File: src/winch_line_velocity_controller_unit_defines.svh
// Assertion macros used by the asserting controller module.
`ifndef WINCH_LINE_VELOCITY_CONTROLLER_UNIT_DEFINES_SVH
`define WINCH_LINE_VELOCITY_CONTROLLER_UNIT_DEFINES_SVH
`ifndef SYNTH
`define WLVC_ASSERT(lbl, prop) \
    lbl: assert property (@(posedge aclk) disable iff (!aresetn) prop) \
        else $error("wlvc assertion failed");
`define WLVC_ASSERT_ALWAYS(lbl, prop) \
    lbl: assert property (@(posedge aclk) prop) \
        else $error("wlvc assertion failed during or after reset");
`else
`define WLVC_ASSERT(lbl, prop)
`define WLVC_ASSERT_ALWAYS(lbl, prop)
`endif
`endif

File: src/wlvc_pkg.sv
`default_nettype none
package wlvc_pkg;
    localparam logic [1:0] OP_MUL  = 2'd0;
    localparam logic [1:0] OP_SQRT = 2'd1;
    localparam logic [1:0] OP_DIV  = 2'd2;

    localparam logic [30:0] MAX31 = 31'h7FFF_FFFF;

    // request to the shared iterative unit
    typedef struct packed {
        logic        start;
        logic [1:0]  op;
        logic [63:0] a;
        logic [32:0] b;
    } alu_req_t;

    typedef struct packed {
        logic busy;
        logic done;
    } alu_stat_t;
endpackage
`default_nettype wire

File: src/wlvc_iter_unit.sv
`default_nettype none
// Shared shift/add unit: serial multiply (32 steps), square root (32 steps),
// restoring divide (48 steps). One add/compare per cycle.
module wlvc_iter_unit (
    input  wire logic              aclk,
    input  wire logic              aresetn,
    input  wire wlvc_pkg::alu_req_t req,
    output wlvc_pkg::alu_stat_t    stat,
    output logic [63:0]            res
);
    logic        busy_reg, done_reg;
    logic [1:0]  op_reg;
    logic [5:0]  cnt_reg;
    logic [63:0] acc_reg, a_reg;
    logic [32:0] b_reg;
    logic [35:0] rem_reg;
    logic [35:0] rem_sq, rem_dv, trial;
    logic [5:0]  last;

    assign rem_sq = {rem_reg[33:0], a_reg[63:62]};
    assign trial  = {2'b00, acc_reg[31:0], 2'b01};
    assign rem_dv = {rem_reg[34:0], a_reg[47]};
    assign last   = (op_reg == wlvc_pkg::OP_DIV) ? 6'd47 : 6'd31;

    always_ff @(posedge aclk) begin
        if (!aresetn) begin
            busy_reg <= 1'b0;
            done_reg <= 1'b0;
        end else begin
            done_reg <= busy_reg && !req.start && (cnt_reg == last);
            if (req.start) begin
                busy_reg <= 1'b1;
                op_reg   <= req.op;
                a_reg    <= req.a;
                b_reg    <= req.b;
                acc_reg  <= '0;
                rem_reg  <= '0;
                cnt_reg  <= '0;
            end else if (busy_reg) begin
                case (op_reg)
                    wlvc_pkg::OP_MUL: begin
                        if (b_reg[0]) acc_reg <= acc_reg + a_reg;
                        a_reg <= {a_reg[62:0], 1'b0};
                        b_reg <= {1'b0, b_reg[32:1]};
                    end
                    wlvc_pkg::OP_SQRT: begin
                        if (rem_sq >= trial) begin
                            rem_reg <= rem_sq - trial;
                            acc_reg <= {acc_reg[62:0], 1'b1};
                        end else begin
                            rem_reg <= rem_sq;
                            acc_reg <= {acc_reg[62:0], 1'b0};
                        end
                        a_reg <= {a_reg[61:0], 2'b00};
                    end
                    wlvc_pkg::OP_DIV: begin
                        if (rem_dv >= {3'b000, b_reg}) begin
                            rem_reg <= rem_dv - {3'b000, b_reg};
                            acc_reg <= {acc_reg[62:0], 1'b1};
                        end else begin
                            rem_reg <= rem_dv;
                            acc_reg <= {acc_reg[62:0], 1'b0};
                        end
                        a_reg <= {a_reg[62:0], 1'b0};
                    end
                    default: ;
                endcase
                cnt_reg  <= cnt_reg + 6'd1;
                busy_reg <= (cnt_reg != last);
            end
        end
    end

    assign stat.busy = busy_reg;
    assign stat.done = done_reg;
    assign res       = acc_reg;
endmodule
`default_nettype wire

File: src/winch_line_velocity_controller_unit.sv
`default_nettype none
// Each transaction runs through the shared serial unit in turn: 8 multiplies, one root
// and two divides (start register, steps, done pulse), then the finish step; in the
// deadband one divide and four multiplies are skipped. A new transaction is taken only
// once the sequencer is back in idle; input is taken again while a result waits, and the
// finish step holds while the previous result is not taken.
// Reset (aresetn, synchronous, low): registers to defaults, filter, stored length
// and last publish time to zero, output empty.
`include "winch_line_velocity_controller_unit_defines.svh"
module winch_line_velocity_controller_unit (
    input  wire logic         aclk,
    input  wire logic         aresetn,
    input  wire logic         s_tvalid,
    output logic              s_tready,
    // drone_x, drone_y, drone_z, anchor_x, anchor_y, anchor_z, spool_angle,
    // spool_speed (32 b each), time_us (48 b)
    input  wire logic [303:0] s_tdata,
    output logic              m_tvalid,
    input  wire logic         m_tready,
    // speed_command 32, tension_estimate 31, separation 31, length_change 32,
    // delta_x 32, delta_y 32, delta_z 32, 2 zero bits
    output logic [223:0]      m_tdata,
    // publish_tick
    output logic              m_tuser,
    input  wire logic         psel,
    input  wire logic         penable,
    input  wire logic         pwrite,
    input  wire logic [4:0]   paddr,
    input  wire logic [31:0]  pwdata,
    output logic [31:0]       prdata,
    output logic              pready
);
    localparam logic [3:0] S_IDLE = 4'd0, S_SQ0 = 4'd1, S_SQ1 = 4'd2, S_SQ2 = 4'd3,
                           S_ROOT = 4'd4, S_DIVT = 4'd5, S_DIVK = 4'd6, S_MULP = 4'd7,
                           S_MULD = 4'd8, S_MULW = 4'd9, S_MULR = 4'd10, S_TEN = 4'd11,
                           S_FIN = 4'd12;
    localparam logic [2:0] R_RADIUS = 3'd0, R_OFFSET = 3'd1, R_DEADBAND = 3'd2,
                           R_DAMP = 3'd3, R_WEIGHT = 3'd4, R_LIMIT = 3'd5,
                           R_TGAIN = 3'd6, R_INTERVAL = 3'd7;

    // configuration registers
    logic [30:0] radius_reg, offset_reg, deadband_reg, damp_reg, limit_reg, tgain_reg;
    logic [16:0] weight_reg;
    logic [31:0] interval_reg;

    // sequencer and datapath
    logic [3:0]  state_reg;
    logic signed [32:0] d_reg [3];
    logic        big_reg;
    logic [31:0] angle_reg, speed_in_reg;
    logic [47:0] time_reg;
    logic [63:0] sq_reg, p_reg;
    logic [30:0] sep_reg, eff_reg, ten_reg;
    logic signed [32:0] err_reg;
    logic [31:0] aerr_reg;
    logic signed [47:0] raw_reg;
    logic [31:0] fc_reg, speed_out_reg, stored_reg;
    logic [47:0] last_time_reg;
    logic        m_valid_reg, m_pub_reg;
    logic [223:0] m_data_reg;

    wlvc_pkg::alu_req_t  req_reg;
    wlvc_pkg::alu_stat_t alu_st;
    logic [63:0]         alu_res;

    wlvc_iter_unit u_iter (
        .aclk(aclk), .aresetn(aresetn), .req(req_reg), .stat(alu_st), .res(alu_res)
    );

    // input differences and magnitudes
    logic signed [32:0] d_c [3];
    logic [32:0]        mag_c [3];
    logic               big_c;
    always_comb begin
        for (int i = 0; i < 3; i++) begin
            d_c[i]   = $signed({s_tdata[32*i+31], s_tdata[32*i +: 32]})
                     - $signed({s_tdata[32*i+127], s_tdata[32*i+96 +: 32]});
            mag_c[i] = d_c[i][32] ? 33'(-d_c[i]) : 33'(d_c[i]);
        end
        big_c = (mag_c[0] > {2'b00, wlvc_pkg::MAX31}) || (mag_c[1] > {2'b00, wlvc_pkg::MAX31})
             || (mag_c[2] > {2'b00, wlvc_pkg::MAX31});
    end

    logic [32:0] magr [3];
    always_comb begin
        for (int i = 0; i < 3; i++) magr[i] = d_reg[i][32] ? 33'(-d_reg[i]) : 33'(d_reg[i]);
    end

    // separation and effective length from the root
    logic [30:0] sep_c, eff_c;
    assign sep_c = (big_reg || alu_res[31]) ? wlvc_pkg::MAX31 : alu_res[30:0];
    assign eff_c = (sep_c >= offset_reg) ? sep_c - offset_reg : 31'd0;

    // target angle and error from the quotient (zero radius gives all ones, saturates)
    logic [30:0]        target_c;
    logic signed [32:0] err_c;
    logic [31:0]        aerr_c;
    assign target_c = (alu_res[47:0] > {17'd0, wlvc_pkg::MAX31}) ? wlvc_pkg::MAX31
                                                                : alu_res[30:0];
    assign err_c  = $signed({2'b00, target_c}) - $signed({angle_reg[31], angle_reg});
    assign aerr_c = err_c[32] ? 32'(-err_c) : err_c[31:0];

    logic [16:0] w_eff;
    assign w_eff = weight_reg[16] ? 17'h10000 : weight_reg;

    logic signed [63:0] sum_c, mix_c;
    logic signed [47:0] v_c, lim_c;
    logic [31:0]        clamp_c;
    assign sum_c   = $signed(p_reg) - $signed(alu_res);
    assign mix_c   = $signed(p_reg) + $signed(alu_res);
    assign v_c     = mix_c[63:16];
    assign lim_c   = $signed({17'd0, limit_reg});
    assign clamp_c = (v_c > lim_c) ? lim_c[31:0] : ((v_c < -lim_c) ? 32'(-lim_c) : v_c[31:0]);

    logic        pub_c;
    logic [47:0] tdiff_c;
    logic [31:0] dlen_c;
    assign tdiff_c = time_reg - last_time_reg;
    assign pub_c   = (time_reg >= last_time_reg) && (tdiff_c > {16'd0, interval_reg});
    assign dlen_c  = {1'b0, eff_reg} - stored_reg;

    logic        load_out;
    assign load_out = (state_reg == S_FIN) && (!m_valid_reg || m_tready);

    always_ff @(posedge aclk) begin
        if (!aresetn) begin
            state_reg     <= S_IDLE;
            req_reg.start <= 1'b0;
            m_valid_reg   <= 1'b0;
            fc_reg        <= '0;
            stored_reg    <= '0;
            last_time_reg <= '0;
        end else begin
            // drop the start pulse the cycle after a request; no step issues then
            if (req_reg.start) req_reg.start <= 1'b0;
            if (m_tready && !load_out) m_valid_reg <= 1'b0;
            case (state_reg)
                S_IDLE: if (s_tvalid) begin
                    for (int i = 0; i < 3; i++) d_reg[i] <= d_c[i];
                    big_reg      <= big_c;
                    angle_reg    <= s_tdata[223:192];
                    speed_in_reg <= s_tdata[255:224];
                    time_reg     <= s_tdata[303:256];
                    sq_reg       <= '0;
                    req_reg      <= {1'b1, wlvc_pkg::OP_MUL, {31'd0, mag_c[0]},
                                     {1'b0, mag_c[0][31:0]}};
                    state_reg    <= S_SQ0;
                end
                S_SQ0: if (alu_st.done) begin
                    sq_reg    <= alu_res;
                    req_reg   <= {1'b1, wlvc_pkg::OP_MUL, {31'd0, magr[1]},
                                  {1'b0, magr[1][31:0]}};
                    state_reg <= S_SQ1;
                end
                S_SQ1: if (alu_st.done) begin
                    sq_reg    <= sq_reg + alu_res;
                    req_reg   <= {1'b1, wlvc_pkg::OP_MUL, {31'd0, magr[2]},
                                  {1'b0, magr[2][31:0]}};
                    state_reg <= S_SQ2;
                end
                S_SQ2: if (alu_st.done) begin
                    req_reg   <= {1'b1, wlvc_pkg::OP_SQRT, sq_reg + alu_res, 33'd0};
                    state_reg <= S_ROOT;
                end
                S_ROOT: if (alu_st.done) begin
                    sep_reg   <= sep_c;
                    eff_reg   <= eff_c;
                    req_reg   <= {1'b1, wlvc_pkg::OP_DIV, {17'd0, eff_c, 16'd0},
                                  {2'b00, radius_reg}};
                    state_reg <= S_DIVT;
                end
                S_DIVT: if (alu_st.done) begin
                    err_reg  <= err_c;
                    aerr_reg <= aerr_c;
                    if (aerr_c > {1'b0, deadband_reg}) begin
                        req_reg   <= {1'b1, wlvc_pkg::OP_DIV, {16'd0, aerr_c, 16'd0},
                                      {1'b0, aerr_c} + 33'h1_0000};
                        state_reg <= S_DIVK;
                    end else begin
                        // deadband: command zero, hold filter
                        speed_out_reg <= '0;
                        req_reg   <= {1'b1, wlvc_pkg::OP_MUL, {32'd0, aerr_c},
                                      {2'b00, tgain_reg}};
                        state_reg <= S_TEN;
                    end
                end
                S_DIVK: if (alu_st.done) begin
                    req_reg   <= {1'b1, wlvc_pkg::OP_MUL, 64'(err_reg),
                                  {16'd0, alu_res[16:0]}};
                    state_reg <= S_MULP;
                end
                S_MULP: if (alu_st.done) begin
                    p_reg     <= alu_res;
                    req_reg   <= {1'b1, wlvc_pkg::OP_MUL, 64'($signed(speed_in_reg)),
                                  {2'b00, damp_reg}};
                    state_reg <= S_MULD;
                end
                S_MULD: if (alu_st.done) begin
                    raw_reg   <= sum_c[63:16];
                    req_reg   <= {1'b1, wlvc_pkg::OP_MUL, 64'($signed(fc_reg)),
                                  {16'd0, w_eff}};
                    state_reg <= S_MULW;
                end
                S_MULW: if (alu_st.done) begin
                    p_reg     <= alu_res;
                    req_reg   <= {1'b1, wlvc_pkg::OP_MUL, 64'(raw_reg),
                                  {16'd0, 17'h10000 - w_eff}};
                    state_reg <= S_MULR;
                end
                S_MULR: if (alu_st.done) begin
                    fc_reg        <= clamp_c;
                    speed_out_reg <= clamp_c;
                    req_reg   <= {1'b1, wlvc_pkg::OP_MUL, {32'd0, aerr_reg},
                                  {2'b00, tgain_reg}};
                    state_reg <= S_TEN;
                end
                S_TEN: if (alu_st.done) begin
                    ten_reg   <= (alu_res[63:47] != 17'd0) ? wlvc_pkg::MAX31 : alu_res[46:16];
                    state_reg <= S_FIN;
                end
                S_FIN: if (load_out) begin
                    m_valid_reg <= 1'b1;
                    m_pub_reg   <= pub_c;
                    m_data_reg  <= {2'b00, d_reg[2][31:0], d_reg[1][31:0], d_reg[0][31:0],
                                    dlen_c, sep_reg, ten_reg, speed_out_reg};
                    if (pub_c) begin
                        last_time_reg <= time_reg;
                        stored_reg    <= {1'b0, eff_reg};
                    end
                    state_reg <= S_IDLE;
                end
                default: state_reg <= S_IDLE;
            endcase
        end
    end

    assign s_tready = (state_reg == S_IDLE);
    assign m_tvalid = m_valid_reg;
    assign m_tdata  = m_data_reg;
    assign m_tuser  = m_pub_reg;

    // configuration port
    logic cfg_wr;
    assign cfg_wr = psel && penable && pwrite;
    assign pready = 1'b1;

    always_ff @(posedge aclk) begin
        if (!aresetn) begin
            radius_reg   <= 31'd3277;
            offset_reg   <= 31'd3277;
            deadband_reg <= 31'd39322;
            damp_reg     <= 31'd3277;
            weight_reg   <= 17'd32768;
            limit_reg    <= 31'd193987;
            tgain_reg    <= 31'd3277;
            interval_reg <= 32'd10000;
        end else if (cfg_wr) begin
            case (paddr[4:2])
                R_RADIUS:   radius_reg   <= pwdata[30:0];
                R_OFFSET:   offset_reg   <= pwdata[30:0];
                R_DEADBAND: deadband_reg <= pwdata[30:0];
                R_DAMP:     damp_reg     <= pwdata[30:0];
                R_WEIGHT:   weight_reg   <= pwdata[16:0];
                R_LIMIT:    limit_reg    <= pwdata[30:0];
                R_TGAIN:    tgain_reg    <= pwdata[30:0];
                R_INTERVAL: interval_reg <= pwdata;
                default: ;
            endcase
        end
    end

    always_comb begin
        case (paddr[4:2])
            R_RADIUS:   prdata = {1'b0, radius_reg};
            R_OFFSET:   prdata = {1'b0, offset_reg};
            R_DEADBAND: prdata = {1'b0, deadband_reg};
            R_DAMP:     prdata = {1'b0, damp_reg};
            R_WEIGHT:   prdata = {15'd0, weight_reg};
            R_LIMIT:    prdata = {1'b0, limit_reg};
            R_TGAIN:    prdata = {1'b0, tgain_reg};
            R_INTERVAL: prdata = interval_reg;
            default:    prdata = '0;
        endcase
    end

    // an accepted transaction closes the input until the result is registered
    `WLVC_ASSERT(a_take_once, (s_tvalid && s_tready) |=> !s_tready)
    // the shared unit is never left running while the sequencer is idle
    `WLVC_ASSERT(a_idle_unit, (state_reg == S_IDLE) |-> !alu_st.busy)
    // a new result only comes from the finish step
    `WLVC_ASSERT(a_out_src, $rose(m_valid_reg) |-> ($past(state_reg) == S_FIN))
    // the unit never starts while it still runs
    `WLVC_ASSERT(a_no_restart, !(req_reg.start && alu_st.busy))
endmodule
`default_nettype wire
File: config.mk
export PLATFORM = sky130hd
export DESIGN_NAME = winch_line_velocity_controller_unit
export DESIGN_NICKNAME = d
export VERILOG_FILES = /design/src/wlvc_pkg.sv /design/src/wlvc_iter_unit.sv /design/src/winch_line_velocity_controller_unit.sv
export VERILOG_INCLUDE_DIRS = /design/src /design/src/src
export SDC_FILE = /design/constraint.sdc
export NUM_CORES = 2
export LEC_CHECK = 0
export BUFFER_PORTS_ARGS = -buffer_cell sky130_fd_sc_hd__buf_2
export CAP_MARGIN = 20
export CELL_PAD_IN_SITES_DETAIL_PLACEMENT = 0
export CELL_PAD_IN_SITES_GLOBAL_PLACEMENT = 1
export CORE_MARGIN = 4
export CORE_UTILIZATION = 30
export DETAILED_ROUTE_END_ITERATION = 8
export PLACE_DENSITY_LB_ADDON = 0.1
export SLEW_MARGIN = 0
export SYNTH_ARGS = -nofsm -noshare
export SYNTH_HDL_FRONTEND = slang
export SYNTH_SLANG_ARGS = --single-unit
File: constraint.sdc
create_clock -name aclk -period 10.8 [get_ports aclk]
set_input_delay 2.7 -clock aclk [delete_from_list [all_inputs] [get_ports aclk]]
set_output_delay 2.7 -clock aclk [all_outputs]
set_load 0.05 [all_outputs]
==> metrics.md <==
| Metric | Value |
|---|---|
| Cells after Synth | approximately 10000 |
| Synth area leader | edfxtp_1 |
| CP Max Fanout | 24 |
| Final Cell Area | around 110000 um2 |
| Delay-heaviest family, CP | simple AND/OR/NAND/NOR gates |
| Ports | 608 |
| Crit path buf inv count | 8 |
| Number of max-cap violations | 0 |
| Unrepaired setup endpoints after global routing | false |
| Synth warn | 0 |
| IO Port Bufs | around 600 |
| Routed WL per cell | ~30 um |
| H-tree depth | 4 |
| Die Y | between 500 and 600 um |
| P_leak | 42.53 nW |
| 1st-pass router iterations | 8 |
| Largest net degree at the start of global routing | between 150 and 200 |
| HP Class | reg -> reg |
| Status | completed |
| Number of global-route vias before repair | 80490 |
| Post-CTS Hold Fix Bufs | 0 |
| Worst-path clk slew | about 60 ps |
| Most common cell on crit path | buf_4 |
| Critical path capture point type | flop |
| Slew @ Worst Pin | between 1000 and 1500 ps |
| GRT Residual Overflow | 0 |
| # clock sinks | about 1500 |
| Slew HR | 12.02% |
| Global-route usage over all layers | 26.54% |
| Fill count | between 30000 and 40000 |
| Die ar. | roughly 330000 um2 |
| Total Power | between 0.015 and 0.02 W |
| Final GP Congestion | 0.9488 |
| Post-synth EDFFs | approximately 1100 |
| Clock root cell | clkbuf_16 |
| DR DRC count | 0 |
| DR vias | 83540 |
| Initial Util | 30.18% |
| Fmax | 0.1037 GHz |
| Site row count | between 200 and 250 |
| Fin Clk Skew | between 80 and 90 ps |
| Clk Latency, worst-skew pair | slightly above 900 ps |
| TritonCTS buffer count | ~190 |
| Detailed Route WL | around 450000 um |
| Die width | ~570 um |
| Prevailing post-synth register cell | edfxtp_1 |
| #FFs+latches synth | roughly 1500 |
| Tmin final | between 9000 and 10000 ps |
| Post-synthesis sequential area ratio | between 40% and 50% |
| Asr flop ratio synth | 0% |
| Top cell type's share of synthesized area | between 30% and 40% |
| Setup violations, final | 0 |
| CP max-delay cell | a2111oi_0 |
| VDD IR max | approximately 0.12 mV |
| Max Slew Vio Count | 0 |
| Worst Path Arrival | 10250 ps |
| Post-route insts no fill | about 15000 |
| Placed Area | 103800 um2 |
| Post-CTS Resized | 0 |
| CP Launch Type | flop |
| Nets | 11930 |
| Post-route ant nets | 0 |
| Initial DRC count | 8097 |
| CP peak stage delay | around 600 ps |
| WP data required | between 10000 and 15000 ps |
| First-pass GRT wire length | ~620000 um |
| Layout area overhead | 15.89% |
| Via density | 5.492 |
| Crit Path Class | reg -> reg |
| Setup TNS | 0 ps |
| Hold Fails Final Rpt | 0 |
| Core ar. | around 320000 um2 |
| Syn avg cell area | between 9 and 10 um2 |
| Post-DP HPWL | about 360000 um |
| Post-Syn Area | 95220 um2 |
| Area of the multi-input gates | between 50000 and 60000 um2 |
| Fin crit share | between 80% and 90% |
| Max reg flops | approximately 220 |
| CTS tree | yes |
| Placed insts | 14830 |
| Clock buffer depth | 4 |
| Synth area leaders | edfxtp_1 (35%), ha_1 (9.3%), dfxtp_1 (7.4%) |
| Hold WS | approximately 420 ps |
| Count of cell types in the netlist | 93 |
| Power per cell area | 153.2 nW/um2 |
| Post-CTS Setup Repair Bufs | 0 |
| Share of layout cells above drive strength 1 | about an eighth |
| Antenna violations before repair | 88 |
| FF+latch area | just over 40000 um2 |
-- worst paths after layout --
kind                  startpoint               end  slack [ps]  cells after the start
setup reg to reg  u_iter.res[31]       req_reg[30]        1160                     32
hold / removal       req_reg[97]  u_iter.op_reg[0]         420                      0
setup / recovery  u_iter.res[31]       req_reg[30]        1160                     32
hold reg to reg      req_reg[97]  u_iter.op_reg[0]         420                      0
-- placed cells by master, fill, tap and decap left out, drive strengths merged, types with 97 or more instances in the layout --
| cell | Yosys | layout |
|---|---|---|
| nand2 | 1328 | 1328 |
| edfxtp | 1103 | 1103 |
| a21oi | 868 | 868 |
| buf | 59 | 861 |
| ha | 709 | 709 |
| inv | 678 | 687 |
| nor2 | 674 | 674 |
| o21ai | 662 | 662 |
| xnor2 | 358 | 358 |
| dfxtp | 354 | 354 |
| a21o | 287 | 287 |
| clkbuf | 423 | 247 |
| mux2i | 245 | 245 |
| xor2 | 217 | 217 |
| nand3 | 185 | 185 |
| nor3 | 180 | 180 |
| nand4 | 120 | 120 |
| o211ai | 116 | 116 |
| nor2b | 106 | 106 |
| or3 | 97 | 97 |
-- routing by layer --
metal	track usage [%]	routed length, um
met5	0	271
met4	9.734	19400
met3	4.785	30160
met2	42.75	204200
met1	35.52	196000
-- per-stage QoR --
stage	util, %	setup WS (ps)
2_1_floorplan	-	1203
3_3_place_gp	32.90	1139
3_5_place_dp	32.91	1298
4_1_cts	34.94	1300
5_1_grt	34.96	701.1
6_report	34.98	1159
-- logic make-up (layout without fill, tap and decap cells) --
| logic type | count (synthesis) | count (layout) | synth area share [%] |
|---|---|---|---|
| compound gates | 2948 | 2948 | 19.81 |
| mux | 288 | 288 | 3.320 |
| fa+ha+maj | 719 | 719 | 9.526 |
| flops | 1457 | 1457 | 42.23 |
| buf+inv | 1162 | 1890 | 4.648 |
| simple gates | 3141 | 3141 | 15.16 |
| other cells | 2 | 34 | 0.007887 |
| xor+xnor | 575 | 575 | 5.297 |
-- layout make-up --
| type | count | area share, % |
|---|---|---|
| antenna | 31 | 0.07030 |
| inverter | 680 | 2.319 |
| multi-input combinational | 7674 | 46.09 |
| timing repair buffer | 863 | 4.573 |
| clock buffer | 245 | 4.671 |
| sequential | 1457 | 36.44 |
| tap | 4160 | 4.717 |
| clock inverter | 102 | 1.117 |
-- synth_stat cells (67+ instances only) --
library cell  number
mux2i_1          245
nand2b_1          91
nor2b_1          106
nand3_1          185
nand4_1          120
clkbuf_1         409
a31oi_1           80
o21ai_0          656
inv_1            677
xor2_1           217
a21oi_1          868
o211ai_1         116
edfxtp_1        1103
a22oi_1           83
nor4_1            79
a211oi_1          95
nand2_1         1328
a21o_1           287
or3_1             97
o21bai_1          79
dfxtp_1          354
o21a_1            83
nor3_1           180
nor2_1           674
ha_1             709
xnor2_1          357
a22o_1            70
and3_1            67
-- power breakdown --
| group | switching (W) | internal, W | total [W] |
|---|---|---|---|
| sequential | 0.000197 | 0.00633 | 0.00653 |
| combinational | 0.00248 | 0.00123 | 0.00371 |
| clock | 0.00276 | 0.00391 | 0.00667 |
| total | 0.00543 | 0.0115 | 0.0169 |
(Power assumes the default switching activity.)
